--- src/rtl/vpm_pkg.sv ---
// ----------------------------------------------------------------------------
// vpm_pkg
// Shared types and constants of the vehicle power mode manager: request and
// result payloads, power modes, request codes and register indexes.
// ----------------------------------------------------------------------------
package vpm_pkg;

    localparam int unsigned TRANS_W    = 9;
    localparam int unsigned INACT_W    = 24;
    localparam int unsigned LEVEL_W    = 10;
    localparam int unsigned DT_W       = 16;
    localparam int unsigned CFG_IDX_W  = 2;
    localparam int unsigned CFG_DATA_W = 24;

    localparam logic [TRANS_W-1:0] WAKE_TIME_MS     = 9'd200;
    localparam logic [TRANS_W-1:0] SHUTDOWN_TIME_MS = 9'd500;

    typedef enum logic [1:0] {
        MODE_SLEEP    = 2'd0,
        MODE_WAKE     = 2'd1,
        MODE_RUN      = 2'd2,
        MODE_SHUTDOWN = 2'd3
    } t_mode;

    typedef enum logic [2:0] {
        REQ_IGN_ON  = 3'd0,
        REQ_IGN_OFF = 3'd1,
        REQ_BATTERY = 3'd2,
        REQ_TICK    = 3'd3,
        REQ_RESET   = 3'd4
    } t_req_type;

    typedef enum logic [CFG_IDX_W-1:0] {
        CFG_SLEEP_AFTER = 2'd0,
        CFG_BAT_LOW     = 2'd1,
        CFG_BAT_OK      = 2'd2
    } t_cfg_idx;

    typedef struct packed {
        logic [2:0]         req_type;
        logic [LEVEL_W-1:0] battery_permille;
        logic [DT_W-1:0]    elapsed_ms;
    } t_vpm_req;

    typedef struct packed {
        logic [1:0] power_mode;
        logic       ignition_lamp_on;
        logic       shed_on;
    } t_vpm_rsp;

endpackage

--- src/rtl/vehicle_power_mode_manager.sv ---
// ----------------------------------------------------------------------------
// vehicle_power_mode_manager
// Power mode controller: ignition, battery, tick and reset requests drive a
// four-mode state machine with transition and inactivity timers and a
// battery hysteresis that raises load shedding.
// ----------------------------------------------------------------------------
//
//  channel   direction  handshake                 payload
//  -------   ---------  ------------------------  ----------------------------
//  request   in         i_in_valid / o_in_stall   i_in_req  (t_vpm_req)
//  result    out        o_out_valid / i_out_stall o_out_rsp (t_vpm_rsp)
//  config    in         i_cfg_we (no stall)       i_cfg_idx, i_cfg_data
//
//  Every request gives exactly one result: it waits in the input register,
//  then passes through the state update into the result register.
//  A new request is accepted every cycle unless the result side stalls; the
//  single pass of small compare and subtract logic in front of the state registers sets this rate.
//  Reset (i_rst_n low, synchronous) empties both registers, returns to sleep
//  with timers stopped, battery judged ok and all thresholds at zero.
//  A stall on the result side holds the result register; the input register
//  then holds too and o_in_stall rises only while it is full.
//
module vehicle_power_mode_manager
    import vpm_pkg::*;
(
    input  logic                  i_clk,
    input  logic                  i_rst_n,
    input  logic                  i_in_valid,
    output logic                  o_in_stall,
    input  t_vpm_req              i_in_req,
    output logic                  o_out_valid,
    input  logic                  i_out_stall,
    output t_vpm_rsp              o_out_rsp,
    input  logic                  i_cfg_we,
    input  logic [CFG_IDX_W-1:0]  i_cfg_idx,
    input  logic [CFG_DATA_W-1:0] i_cfg_data
);

    // Configuration registers
    logic [INACT_W-1:0] r_sleep_after;
    logic [LEVEL_W-1:0] r_bat_low;
    logic [LEVEL_W-1:0] r_bat_ok;

    // Input and result stages
    logic     r_in_valid;
    t_vpm_req r_in;
    logic     r_out_valid;
    t_vpm_rsp r_out;

    // Manager state
    t_mode              r_mode,       n_mode;
    logic [TRANS_W-1:0] r_trans_left, n_trans_left;
    logic               r_trans_run,  n_trans_run;
    logic [INACT_W-1:0] r_inact_left, n_inact_left;
    logic               r_inact_run,  n_inact_run;
    logic               r_bat_good,   n_bat_good;
    logic               r_bat_seen,   n_bat_seen;
    logic               r_shed,       n_shed;

    logic out_load;   // result register free to take a new result
    logic advance;    // request in the input register is processed now

    assign out_load   = !r_out_valid || !i_out_stall;
    assign advance    = r_in_valid && out_load;
    assign o_in_stall = r_in_valid && !out_load;

    assign o_out_valid = r_out_valid;
    assign o_out_rsp   = r_out;

    // Configuration writes; indexes past the list are dropped
    always_ff @(posedge i_clk) begin
        if (!i_rst_n) begin
            r_sleep_after <= '0;
            r_bat_low     <= '0;
            r_bat_ok      <= '0;
        end else if (i_cfg_we) begin
            unique case (i_cfg_idx)
                CFG_SLEEP_AFTER: r_sleep_after <= i_cfg_data;
                CFG_BAT_LOW:     r_bat_low     <= i_cfg_data[LEVEL_W-1:0];
                CFG_BAT_OK:      r_bat_ok      <= i_cfg_data[LEVEL_W-1:0];
                default: ;
            endcase
        end
    end

    // Input register: load whenever it is empty or being drained
    always_ff @(posedge i_clk) begin
        if (!i_rst_n) begin
            r_in_valid <= 1'b0;
        end else if (!o_in_stall) begin
            r_in_valid <= i_in_valid;
        end
    end

    always_ff @(posedge i_clk) begin
        if (!o_in_stall && i_in_valid) begin
            r_in <= i_in_req;
        end
    end

    // Next state for the request held in the input register
    always_comb begin
        logic [DT_W-1:0] dt;
        logic            trans_fire;
        logic            inact_fire;

        dt           = r_in.elapsed_ms;
        trans_fire   = 1'b0;
        inact_fire   = 1'b0;
        n_mode       = r_mode;
        n_trans_left = r_trans_left;
        n_trans_run  = r_trans_run;
        n_inact_left = r_inact_left;
        n_inact_run  = r_inact_run;
        n_bat_good   = r_bat_good;
        n_bat_seen   = r_bat_seen;
        n_shed       = r_shed;

        unique case (r_in.req_type)
            REQ_IGN_ON: begin
                if (r_mode == MODE_SLEEP) begin
                    n_mode       = MODE_WAKE;
                    n_trans_left = WAKE_TIME_MS;
                    n_trans_run  = 1'b1;
                end else if (r_mode == MODE_SHUTDOWN) begin
                    // transition timer keeps running; its firing in run is a no-op
                    n_mode       = MODE_RUN;
                    n_inact_left = r_sleep_after;
                    n_inact_run  = 1'b1;
                end
            end
            REQ_IGN_OFF: begin
                if (r_mode == MODE_WAKE || r_mode == MODE_RUN) begin
                    n_mode       = MODE_SHUTDOWN;
                    n_trans_left = SHUTDOWN_TIME_MS;
                    n_trans_run  = 1'b1;
                    n_inact_left = '0;
                    n_inact_run  = 1'b0;
                end
            end
            REQ_BATTERY: begin
                // low test wins when thresholds cross
                if (r_in.battery_permille < r_bat_low) begin
                    n_bat_good = 1'b0;
                end else if (r_in.battery_permille > r_bat_ok) begin
                    n_bat_good = 1'b1;
                end
                if (!r_bat_seen) begin
                    n_bat_seen = 1'b1;
                end else begin
                    n_shed = !n_bat_good;
                end
            end
            REQ_TICK: begin
                // transition timer first
                if (r_trans_run) begin
                    if ({{(DT_W-TRANS_W){1'b0}}, r_trans_left} > dt) begin
                        n_trans_left = r_trans_left - dt[TRANS_W-1:0];
                    end else begin
                        n_trans_left = '0;
                        n_trans_run  = 1'b0;
                        trans_fire   = 1'b1;
                    end
                end
                if (trans_fire) begin
                    if (r_mode == MODE_WAKE) begin
                        n_mode       = MODE_RUN;
                        n_inact_left = r_sleep_after;
                        n_inact_run  = 1'b1;
                    end else if (r_mode == MODE_SHUTDOWN) begin
                        n_mode = MODE_SLEEP;
                    end
                end
                // inactivity timer sees the same elapsed time, even if just started
                if (n_inact_run) begin
                    if (n_inact_left > {{(INACT_W-DT_W){1'b0}}, dt}) begin
                        n_inact_left = n_inact_left - {{(INACT_W-DT_W){1'b0}}, dt};
                    end else begin
                        n_inact_left = '0;
                        n_inact_run  = 1'b0;
                        inact_fire   = 1'b1;
                    end
                end
                if (inact_fire && n_mode == MODE_RUN) begin
                    n_mode       = MODE_SHUTDOWN;
                    n_trans_left = SHUTDOWN_TIME_MS;
                    n_trans_run  = 1'b1;
                end
            end
            REQ_RESET: begin
                // battery_good and thresholds survive
                n_mode       = MODE_SLEEP;
                n_shed       = 1'b0;
                n_trans_left = '0;
                n_trans_run  = 1'b0;
                n_inact_left = '0;
                n_inact_run  = 1'b0;
                n_bat_seen   = 1'b0;
            end
            default: ;
        endcase
    end

    // State registers update only when a request advances
    always_ff @(posedge i_clk) begin
        if (!i_rst_n) begin
            r_mode       <= MODE_SLEEP;
            r_trans_left <= '0;
            r_trans_run  <= 1'b0;
            r_inact_left <= '0;
            r_inact_run  <= 1'b0;
            r_bat_good   <= 1'b1;
            r_bat_seen   <= 1'b0;
            r_shed       <= 1'b0;
        end else if (advance) begin
            r_mode       <= n_mode;
            r_trans_left <= n_trans_left;
            r_trans_run  <= n_trans_run;
            r_inact_left <= n_inact_left;
            r_inact_run  <= n_inact_run;
            r_bat_good   <= n_bat_good;
            r_bat_seen   <= n_bat_seen;
            r_shed       <= n_shed;
        end
    end

    // Result register
    always_ff @(posedge i_clk) begin
        if (!i_rst_n) begin
            r_out_valid <= 1'b0;
        end else if (out_load) begin
            r_out_valid <= r_in_valid;
        end
    end

    always_ff @(posedge i_clk) begin
        if (advance) begin
            r_out.power_mode       <= n_mode;
            r_out.ignition_lamp_on <= (n_mode == MODE_WAKE) || (n_mode == MODE_RUN);
            r_out.shed_on          <= n_shed;
        end
    end

    // Lamp must agree with the reported mode
    a_lamp_matches_mode: assert property (@(posedge i_clk) disable iff (!i_rst_n)
        o_out_valid |-> (o_out_rsp.ignition_lamp_on ==
            ((o_out_rsp.power_mode == MODE_WAKE) || (o_out_rsp.power_mode == MODE_RUN))))
        else $error("lamp does not follow power mode");

    // Inactivity timer only runs in run mode
    a_inact_only_in_run: assert property (@(posedge i_clk) disable iff (!i_rst_n)
        r_inact_run |-> (r_mode == MODE_RUN))
        else $error("inactivity timer running outside run mode");

    // Load shedding needs a primed hysteresis
    a_shed_needs_seen: assert property (@(posedge i_clk) disable iff (!i_rst_n)
        r_shed |-> r_bat_seen)
        else $error("load shed set before first battery reading");

    // Transition timer never exceeds the longest load value
    a_trans_bound: assert property (@(posedge i_clk) disable iff (!i_rst_n)
        r_trans_left <= SHUTDOWN_TIME_MS)
        else $error("transition timer out of range");

endmodule
--- config.mk ---
export PLATFORM = sky130hd
export DESIGN_NAME = vehicle_power_mode_manager
export DESIGN_NICKNAME = d
export VERILOG_FILES = /design/src/rtl/vpm_pkg.sv /design/src/rtl/vehicle_power_mode_manager.sv
export SDC_FILE = /design/constraint.sdc
export NUM_CORES = 1
export LEC_CHECK = 0
export BUFFER_PORTS_ARGS = -buffer_cell sky130_fd_sc_hd__buf_2
export CAP_MARGIN = 20
export CORE_ASPECT_RATIO = 1.1
export CORE_MARGIN = 5
export CORE_UTILIZATION = 40
export DETAILED_ROUTE_END_ITERATION = 8
export PLACE_DENSITY = 0.69
export REMOVE_ABC_BUFFERS = 1
export SYNTH_ARGS = -nofsm -noshare
export SYNTH_HDL_FRONTEND = slang
export SYNTH_SLANG_ARGS = --single-unit
--- constraint.sdc ---
create_clock -name i_clk -period 5.27 [get_ports i_clk]
set_input_delay 1.3175 -clock i_clk [delete_from_list [all_inputs] [get_ports i_clk]]
set_output_delay 1.3175 -clock i_clk [all_outputs]
set_load 0.05 [all_outputs]
==> results of run 1 <==
worst max-delay path by stage:
stage / start / end / slack, ps / cells after the start
finish: r_trans_left[0] / r_inact_left[8] / 440 / 22
global route: r_trans_left[0] / r_inact_left[8] / 150 / 22
CTS: r_in[1] / r_inact_left[8] / 240 / 20
detailed placement: r_in[1] / r_inact_left[6] / 270 / 19
global placement: r_in[0] / r_inact_left[6] / 400 / 20
floorplan: r_in[0] / r_inact_left[0] / 550 / 19
layout by cell type (no fill, tap or decap), drive strengths merged, types with 14 or more instances in the layout:
cell    count
nand2     143
dfxtp      86
buf        75
a21oi      70
nor2       64
ha         48
o21ai      46
inv        44
edfxtp     33
mux2i      31
clkbuf     26
nand3      23
xor2       14
critical path: cells and delay by family (launching register included):
family / cells / cell delay (ps)
adder cells (fa/ha/maj): 3 / 950
AO/OA/AOI/OAI: 10 / 2430
flip-flops: 1 / 300
AND/OR/NAND/NOR: 5 / 620
buffers and inverters: 4 / 430
per-layer routing:
| metal | track usage [%] | share of wire, % | up-vias |
|---|---|---|---|
| li1 | - | - | 3062 |
| met1 | 22.61 | 45 | 2884 |
| met2 | 30.74 | 49 | 144 |
| met3 | 3.812 | 4.1 | 24 |
| met4 | 5.948 | 2.0 | 0 |
| met5 | 0 | 0 | - |
sequential cells by signal (all words and copies together), names as in the netlist, 2 cells and up:
name           flops
r_bat_low         10
r_trans_left       9
r_sleep_after     24
o_out_rsp          4
r_bat_ok          10
r_inact_left      24
r_mode             2
r_in              29
area by class of cell:
type / instances / area share [%]
multi-input combinational: 629 / 49.52
sequential: 119 / 33.27
clock buffer: 26 / 6.383
timing repair buffer: 75 / 4.910
tap: 238 / 3.652
inverter: 44 / 2.025
clock inverter: 4 / 0.2455
cell families after synthesis:
family	count (synthesis)	share of synthesized area (%)
muxes	32	4.561
buffers and inverters	80	4.508
AOI/OAI and AO/OA	207	19.24
xor gates and xnor gates	27	3.354
and+or+nand+nor	313	20.78
adders and majority gates	50	9.086
DFF	119	38.47
report_power, final:
part	leakage, nW	switching (mW)	internal [mW]
clock network	0.271	0.386	0.669
registers	1.02	0.0274	0.978
logic	2.20	0.161	0.102
total	3.49	0.574	1.75
per-stage QoR:
| stage | hold slack (ps) | power [mW] | instances | instance area [sq um] |
|---|---|---|---|---|
| detailed placement | 452.3 | 1.287 | 1105 | 7612 |
| global placement | 445.2 | 1.283 | 1105 | 7612 |
| floorplan | 432.1 | 1.192 | 792 | 6898 |
| finish | 468.9 | 2.323 | 1135 | 8154 |
| CTS | 469.2 | 2.348 | 1135 | 8153 |
| global route | 487.5 | 2.421 | 1135 | 8154 |
==> impl_metrics.env, run 1 <==
export IMPL_tns_ps=0
export IMPL_arrival_ps=5170
export IMPL_syn_avg_cell_area_sq_um=8.515
export IMPL_yosysWarnings=0
export IMPL_ys_flop_type="dfxtp_1"
export IMPL_drc=0
export IMPL_pin_count=66
export IMPL_dieArea_sq_um=20380
export IMPL_globalplace_congestion=0.9293
export IMPL_power_density_nw_per_um2=284.9
export IMPL_rows=51
export IMPL_antenna_left=0
export IMPL_grt_antenna_before_repair=0
export IMPL_rsz0062_at_grt="false"
export IMPL_dieHeight_um=149.2
export IMPL_max_freq_mhz=206.9
export IMPL_worstSetupPathType="flip-flop to flip-flop"
export IMPL_clkTransAtPathRegs_ps=50
export IMPL_synth_edf_count=33
export IMPL_r2r_start="r_trans_left[0]"
export IMPL_synth_cells=828
export IMPL_fill_cells=1728
export IMPL_grtUsageTotal_pct=18.03
export IMPL_hold_start="r_trans_left[2]"
export IMPL_skew_ps=8.420
export IMPL_cts_made_buffers=17
export IMPL_routedWlPerCell_um=15.81
export IMPL_leakagePower_nw=3.495
export IMPL_synth_largest_area_cell="dfxtp_1"
export IMPL_worst_slack_ps=436.6
export IMPL_synth_area_top_cells="dfxtp_1, edfxtp_1, ha_1"
export IMPL_ys_seq_area_share_pct=38.47
export IMPL_hold_viol_final=0
export IMPL_grt_pass1_wl_um=29160
export IMPL_yosysUniqueCellTypes=77
export IMPL_die_w_um=136.6
export IMPL_overflow=0
export IMPL_dp_hpwl_um=13050
export IMPL_area_delta_synth_final_pct=15.65
export IMPL_viasPerCell=5.387
export IMPL_grt_start_max_net_pins=38
export IMPL_min_to="r_trans_left[2]"
export IMPL_diodes=0
export IMPL_post_cts_buffers=0
export IMPL_holdCritPathClass="flip-flop to flip-flop"
export IMPL_cp_start_kind="flip-flop"
export IMPL_worstRegToRegCells=22
export IMPL_syn_cell_area_sq_um=7051
export IMPL_reg2reg_slack_ps=440
export IMPL_drv_cap=0
export IMPL_drt_initial_drc_count=382
export IMPL_ys_ff_latch=119
export IMPL_cts_tree="built"
export IMPL_clkLatencyLatePin_ps=420
export IMPL_tightestPinTransition_ps=965.2
export IMPL_drive_above_1_share_pct=13.82
export IMPL_hold_depth=2
export IMPL_period_share_pct=91.71
export IMPL_core_area_sq_um=17550
export IMPL_relSlewSlack_pct=35.65
export IMPL_htree_levels=4
export IMPL_cts_root_buffer="clkbuf_16"
export IMPL_layout_nets=996
export IMPL_final_util_pct=46.47
export IMPL_grt_pass1_vias=5829
export IMPL_outcome="finished clean"
export IMPL_dp_slack_ps=265.5
export IMPL_cts_sinks=119
export IMPL_multi_input_area_sq_um=4038
export IMPL_seqCellArea_sq_um=2713
export IMPL_synthArstFlopShare_pct=0
export IMPL_max_stage_delay_ps=440
export IMPL_crit_chain="inv_1, ha_1, inv_1, fa_1, nand3_1, a21boi_1, o22ai_2, o21a_2, nand2_1, nand2_1, inv_1, fa_1, nand2b_1, a21o_1, a21bo_2, a211oi_1, a211oi_4, a21oi_1, a41o_1, buf_4, nand4_1, a21oi_1"
export IMPL_cts_buffer_depth=2
export IMPL_report_final_setup_viol=0
export IMPL_slowest_stage="o21a_2"
export IMPL_cp_required_ps=5610
export IMPL_synth_cells_most_frequent="nand2_1, dfxtp_1, a21oi_1"
export IMPL_path_max_fanout=17
export IMPL_start_util_pct=40.18
export IMPL_crit_top_cell="inv_1"
export IMPL_fin_crit_ps=4833
export IMPL_cts_resized=0
export IMPL_dr_pass1_iters=5
export IMPL_vdd_ir_drop_max_uv=238.4
export IMPL_vias=6114
export IMPL_end_kind="flip-flop"
export IMPL_routed_wl_um=17940
export IMPL_r2r_end="r_inact_left[8]"
export IMPL_port_buffers=65
export IMPL_yosysMostFrequentCell="nand2_1"
export IMPL_drv_slew=0
export IMPL_cts_hold_buf=0
export IMPL_synth_top_area_share_pct=24.42
(Power assumes the default switching activity.)
==> run 2, diff against run 1 <==
--- a/config.mk
+++ b/config.mk
@@ -8,10 +8,9 @@
 export BUFFER_PORTS_ARGS = -buffer_cell sky130_fd_sc_hd__buf_2
 export CAP_MARGIN = 20
 export CORE_ASPECT_RATIO = 1.1
-export CORE_MARGIN = 5
-export CORE_UTILIZATION = 40
+export CORE_UTILIZATION = 60
 export DETAILED_ROUTE_END_ITERATION = 8
-export PLACE_DENSITY = 0.69
+export PLACE_DENSITY = 0.92
 export REMOVE_ABC_BUFFERS = 1
 export SYNTH_ARGS = -nofsm -noshare
 export SYNTH_HDL_FRONTEND = slang
==> run 2 against run 1 <==
Effect of this change: power grew 7.7%; design area shrank 0.66%; cell count shrank 7.8%; sequential power is essentially flat; maximum frequency shrank 0.67%; critical endpoint is now r_inact_left[21].
==> impl_metrics.env, run 2 (same netlist as run 1, synthesis figures left out) <==
export IMPL_skew_ps=8.672
export IMPL_max_freq_mhz=205.5
export IMPL_rows=41
export IMPL_rsz0062_at_grt="false"
export IMPL_dieArea_sq_um=12190
export IMPL_hold_viol_final=0
export IMPL_grtUsageTotal_pct=30.79
export IMPL_arrival_ps=5180
export IMPL_drv_cap=0
export IMPL_max_stage_delay_ps=620
export IMPL_cts_tree="built"
export IMPL_globalplace_congestion=0.9503
export IMPL_cts_root_buffer="clkbuf_16"
export IMPL_layout_common_cells="nand2_1, dfxtp_1, a21oi_1"
export IMPL_top_regs="r_in: 29 flops, r_inact_left: 24 flops, r_sleep_after: 24 flops"
export IMPL_cts_hold_buf=0
export IMPL_clkTransAtPathRegs_ps=60
export IMPL_grt_antenna_before_repair=0
export IMPL_period_share_pct=92.33
export IMPL_tightestPinTransition_ps=744.7
export IMPL_diodes=0
export IMPL_grt_start_max_net_pins=39
export IMPL_holdCritPathClass="flip-flop to flip-flop"
export IMPL_final_common_cell="nand2_1"
export IMPL_crit_chain="inv_1, ha_1, inv_1, fa_1, nand3_1, a21boi_1, o22ai_2, o21ai_2, buf_4, nand2_1, nand2_1, ha_1, o21ai_0, a211oi_1, o21ai_0, a31oi_1, a31oi_1, nor4bb_1, o21ai_0, and3b_1, o221a_2"
export IMPL_vdd_ir_drop_max_uv=290.1
export IMPL_design_area_sq_um=8100
export IMPL_leakagePower_nw=3.504
export IMPL_drive_above_1_share_pct=13.49
export IMPL_worstSetupPathType="flip-flop to flip-flop"
export IMPL_regMostFlops="r_in"
export IMPL_relSlewSlack_pct=50.25
export IMPL_outcome="finished clean"
export IMPL_path_max_fanout=24
export IMPL_routed_wl_um=17820
export IMPL_port_buffers=65
export IMPL_vias=6447
export IMPL_pin_count=66
export IMPL_viasPerCell=6.158
export IMPL_grt_pass1_vias=6178
export IMPL_grt_pass1_wl_um=29090
export IMPL_area_delta_synth_final_pct=14.89
export IMPL_cts_buffer_depth=2
export IMPL_die_w_um=105.4
export IMPL_layout_nets=994
export IMPL_critPathTopFamily="compound AO/OA/AOI/OAI gates"
export IMPL_antenna_left=0
export IMPL_routedWlPerCell_um=17.02
export IMPL_drt_initial_drc_count=560
export IMPL_drv_slew=0
export IMPL_start_util_pct=61.63
export IMPL_cts_made_buffers=17
export IMPL_place_area_sq_um=7478
export IMPL_tns_ps=0
export IMPL_dp_hpwl_um=12540
export IMPL_largest_reg_flops=29
export IMPL_power_density_nw_per_um2=309.0
export IMPL_dr_pass1_iters=8
export IMPL_end_kind="flip-flop"
export IMPL_clkLatencyLatePin_ps=430
export IMPL_overflow=0
export IMPL_htree_levels=4
export IMPL_cts_sinks=119
export IMPL_cp_start_kind="flip-flop"
export IMPL_dieHeight_um=115.7
export IMPL_crit_top_cell="o21ai_0"
export IMPL_slowest_stage="nor4bb_1"
export IMPL_path_buf_inv=3
export IMPL_cp_required_ps=5580
export IMPL_report_final_setup_viol=0
export IMPL_core_area_sq_um=11440
export IMPL_fin_crit_ps=4866
export IMPL_drc=0
[run 2: changes by cell type in the layout (fill, tap and decap cells not counted), moves of 2 or more]
cell,before,now
buf_4,10,8
bufinv_16,0,5
clkbuf_8,4,0
clkinv_1,0,3
clkinv_2,4,2
[run 2: cell type report]
type                       count  area [sq um]
multi-input combinational    629          4030
fill                         847          3339
sequential                   119          2713
clock buffer                  21         440.4
timing repair buffer          73         385.4
tap                          150         187.7
clock inverter                11         178.9
inverter                      44         165.2
[run 2: layer usage]
metal	vias to the layer above	share of wire, %	GRT usage, %
li1	3062	-	-
met1	3001	41	36.26
met2	309	48	52.37
met3	75	6.4	5.737
met4	0	4.7	19.34
met5	-	0	0
[run 2: tightest hold or removal path, cell delays in order, from the launching register on]
cell and delay (ps):
dfxtp_1 300, nand2_1 60, a21oi_1 50
[run 2: final timing paths]
kind                                 startpoint          endpoint  slack, ps  cells after the start
worst min-delay path                     r_shed            r_shed        460                      2
worst max-delay path            r_trans_left[0]  r_inact_left[21]        400                     21
worst min register to register           r_shed            r_shed        460                      2
worst max register to register  r_trans_left[0]  r_inact_left[21]        400                     21
[run 2: stage by stage]
step	power, mW	setup slack, ps	utilization [%]	std cells	hold slack [ps]
after CTS	2.509	114.1	70.79	1047	461.9
final	2.503	404.0	70.81	1047	458.8
after global routing	2.582	31.97	70.81	1047	491.6
after global placement	1.274	369.9	65.37	1015	444.3
after floorplan	1.192	554.0	-	792	432.1
after detailed placement	1.286	194.1	65.37	1015	453.6
[run 2: timing repair]
action,4_1_cts,5_1_grt
gates resized for setup,0,2
setup endpoints to repair,0,21
buffers inserted,0,0
[run 2: power breakdown]
part | leakage [nW] | internal, mW | total (mW) | switching, mW
sequential | 1.02 | 0.978 | 1.01 | 0.0288
clock | 0.298 | 0.830 | 1.23 | 0.397
combinational | 2.19 | 0.105 | 0.270 | 0.165
total | 3.50 | 1.91 | 2.50 | 0.591
==> run 3, diff against run 2 <==
--- a/config.mk
+++ b/config.mk
@@ -11,6 +11,7 @@
 export CORE_UTILIZATION = 60
 export DETAILED_ROUTE_END_ITERATION = 8
 export PLACE_DENSITY = 0.92
+export RECOVER_POWER = 25
 export REMOVE_ABC_BUFFERS = 1
 export SYNTH_ARGS = -nofsm -noshare
 export SYNTH_HDL_FRONTEND = slang
==> run 3 against run 2 <==
Effect of this change: the run now ends with capacitance limit, slew limit left; largest power group unchanged; largest cell class unchanged; critical path depth is the same; cell count stayed put; hold slack is essentially flat; combinational power is essentially flat.
==> impl_metrics.env, run 3 (same netlist as run 1, synthesis figures left out) <==
export IMPL_final_common_cell="nand2_1"
export IMPL_hold_depth=2
export IMPL_report_final_setup_viol=0
export IMPL_cts_root_buffer="clkbuf_16"
export IMPL_routedWlPerCell_um=17.02
export IMPL_r2r_end="r_inact_left[21]"
export IMPL_pin_count=66
export IMPL_dieArea_sq_um=12190
export IMPL_cts_made_buffers=17
export IMPL_relSlewSlack_pct=-19.27
export IMPL_rows=41
export IMPL_overflow=0
export IMPL_fill_cells=852
export IMPL_grt_pass1_wl_um=29090
export IMPL_vias=6470
export IMPL_outcome="finished, violations left"
export IMPL_reg2reg_slack_ps=370
export IMPL_tns_ps=0
export IMPL_cp_start_kind="flip-flop"
export IMPL_leakagePower_nw=3.482
export IMPL_hold_viol_final=0
export IMPL_period_share_pct=92.90
export IMPL_worstRegToRegCells=21
export IMPL_grtUsageTotal_pct=30.79
export IMPL_path_max_fanout=24
export IMPL_die_w_um=105.4
export IMPL_skew_ps=8.845
export IMPL_crit_path_end="r_inact_left[21]"
export IMPL_power_density_nw_per_um2=309.5
export IMPL_area_delta_synth_final_pct=14.69
export IMPL_rsz0062_at_grt="false"
export IMPL_grt_antenna_before_repair=0
export IMPL_clkLatencyLatePin_ps=430
export IMPL_dieHeight_um=115.7
export IMPL_top_regs="r_in: 29 flops, r_inact_left: 24 flops, r_sleep_after: 24 flops"
export IMPL_routed_wl_um=17820
export IMPL_vdd_ir_drop_max_uv=289.9
export IMPL_arrival_ps=5210
export IMPL_violations="capacitance limit, slew limit"
export IMPL_drt_initial_drc_count=553
export IMPL_layout_common_cells="nand2_1, dfxtp_1, a21oi_1"
export IMPL_dr_pass1_iters=5
export IMPL_dp_hpwl_um=12540
export IMPL_diodes=0
export IMPL_cts_sinks=119
export IMPL_drv_cap=1
export IMPL_start_util_pct=61.63
export IMPL_drc=0
export IMPL_grt_start_max_net_pins=39
export IMPL_worstSetupPathType="flip-flop to flip-flop"
export IMPL_r2r_start="r_trans_left[0]"
export IMPL_end_kind="flip-flop"
export IMPL_design_area_sq_um=8087
export IMPL_cp_required_ps=5580
export IMPL_port_buffers=65
export IMPL_grt_pass1_vias=6178
export IMPL_antenna_left=0
export IMPL_place_area_sq_um=7478
export IMPL_tightestPinTransition_ps=1789
export IMPL_viasPerCell=6.180
export IMPL_globalplace_congestion=0.9503
export IMPL_cts_hold_buf=0
export IMPL_largest_reg_flops=29
export IMPL_crit_start="r_trans_left[0]"
export IMPL_regMostFlops="r_in"
export IMPL_max_freq_mhz=204.3
export IMPL_htree_levels=4
export IMPL_core_area_sq_um=11440
export IMPL_fin_crit_ps=4896
export IMPL_cts_tree="built"
export IMPL_drive_above_1_share_pct=12.71
export IMPL_clkTransAtPathRegs_ps=60
export IMPL_cts_buffer_depth=2
export IMPL_layout_nets=994
export IMPL_drv_slew=30
export IMPL_holdCritPathClass="flip-flop to flip-flop"
## run 3: changes by cell type in the layout (fill, tap and decap cells not counted)
cell	previous run	this run
a21boi_0	1	2
buf_4	8	6
buf_2	65	60
a21boi_1	2	1
clkbuf_1	4	11
## run 3: worst min path at each step
stage | from | end | slack, ps
global placement | r_shed | r_shed | 440
detailed placement | r_shed | r_shed | 450
global route | r_sleep_after[8] | r_sleep_after[8] | 490
CTS | r_shed | r_shed | 460
finish | r_shed | r_shed | 460
floorplan | r_shed | r_shed | 430
## run 3: metal layers
metal / part of all wire [%] / global-route usage [%] / vias up
li1: - / - / 3060
met1: 40 / 36.26 / 2997
met2: 48 / 52.37 / 337
met3: 6.8 / 5.737 / 76
met4: 4.8 / 19.34 / 0
met5: 0 / 0 / -
## run 3: what timing repair did
action,4_1_cts,5_1_grt
buffers inserted,0,0
endpoints found under the setup margin,0,21
gates resized for setup,0,2
hold endpoints to repair,0,0
## run 3: cell type report
class / instances / area [sq um] / share of cell area, %
clock buffer: 21 / 440.4 / 5.446
sequential: 119 / 2713 / 33.54
inverter: 44 / 165.2 / 2.042
timing repair buffer: 73 / 371.6 / 4.595
clock inverter: 11 / 178.9 / 2.213
tap: 150 / 187.7 / 2.321
multi-input combinational: 629 / 4030 / 49.84
## run 3: power breakdown
group | leakage (nW) | switching (mW) | internal (mW) | total, mW
Sequential | 1.02 | 0.0286 | 0.978 | 1.01
Clock | 0.298 | 0.397 | 0.830 | 1.23
Combinational | 2.16 | 0.165 | 0.103 | 0.268
Total | 3.48 | 0.591 | 1.91 | 2.50
## run 3: per-stage QoR
stage | worst slack [ps] | util (%) | total power [mW] | std cells | hold WS, ps
floorplan | 554.0 | - | 1.192 | 792 | 432.1
global placement | 369.9 | 65.37 | 1.274 | 1015 | 444.3
detailed placement | 194.1 | 65.37 | 1.286 | 1015 | 453.6
CTS | 114.1 | 70.79 | 2.509 | 1047 | 461.9
global route | 32.01 | 70.69 | 2.581 | 1047 | 491.6
finish | 374.3 | 70.69 | 2.503 | 1047 | 458.4
## run 3: critical path: stages, from the launching register on
cell	delay, ps
dfxtp_1	300
inv_1	70
ha_1	130
inv_1	60
fa_1	410
nand3_1	140
a21boi_1	100
o22ai_2	290
o21ai_2	130
buf_4	260
nand2_1	110
nand2_1	80
ha_1	430
o21ai_0	140
a211oi_1	250
o21ai_0	160
a31oi_1	250
a31oi_1	220
nor4bb_1	620
o21ai_0	180
and3b_1	210
o221a_2	230
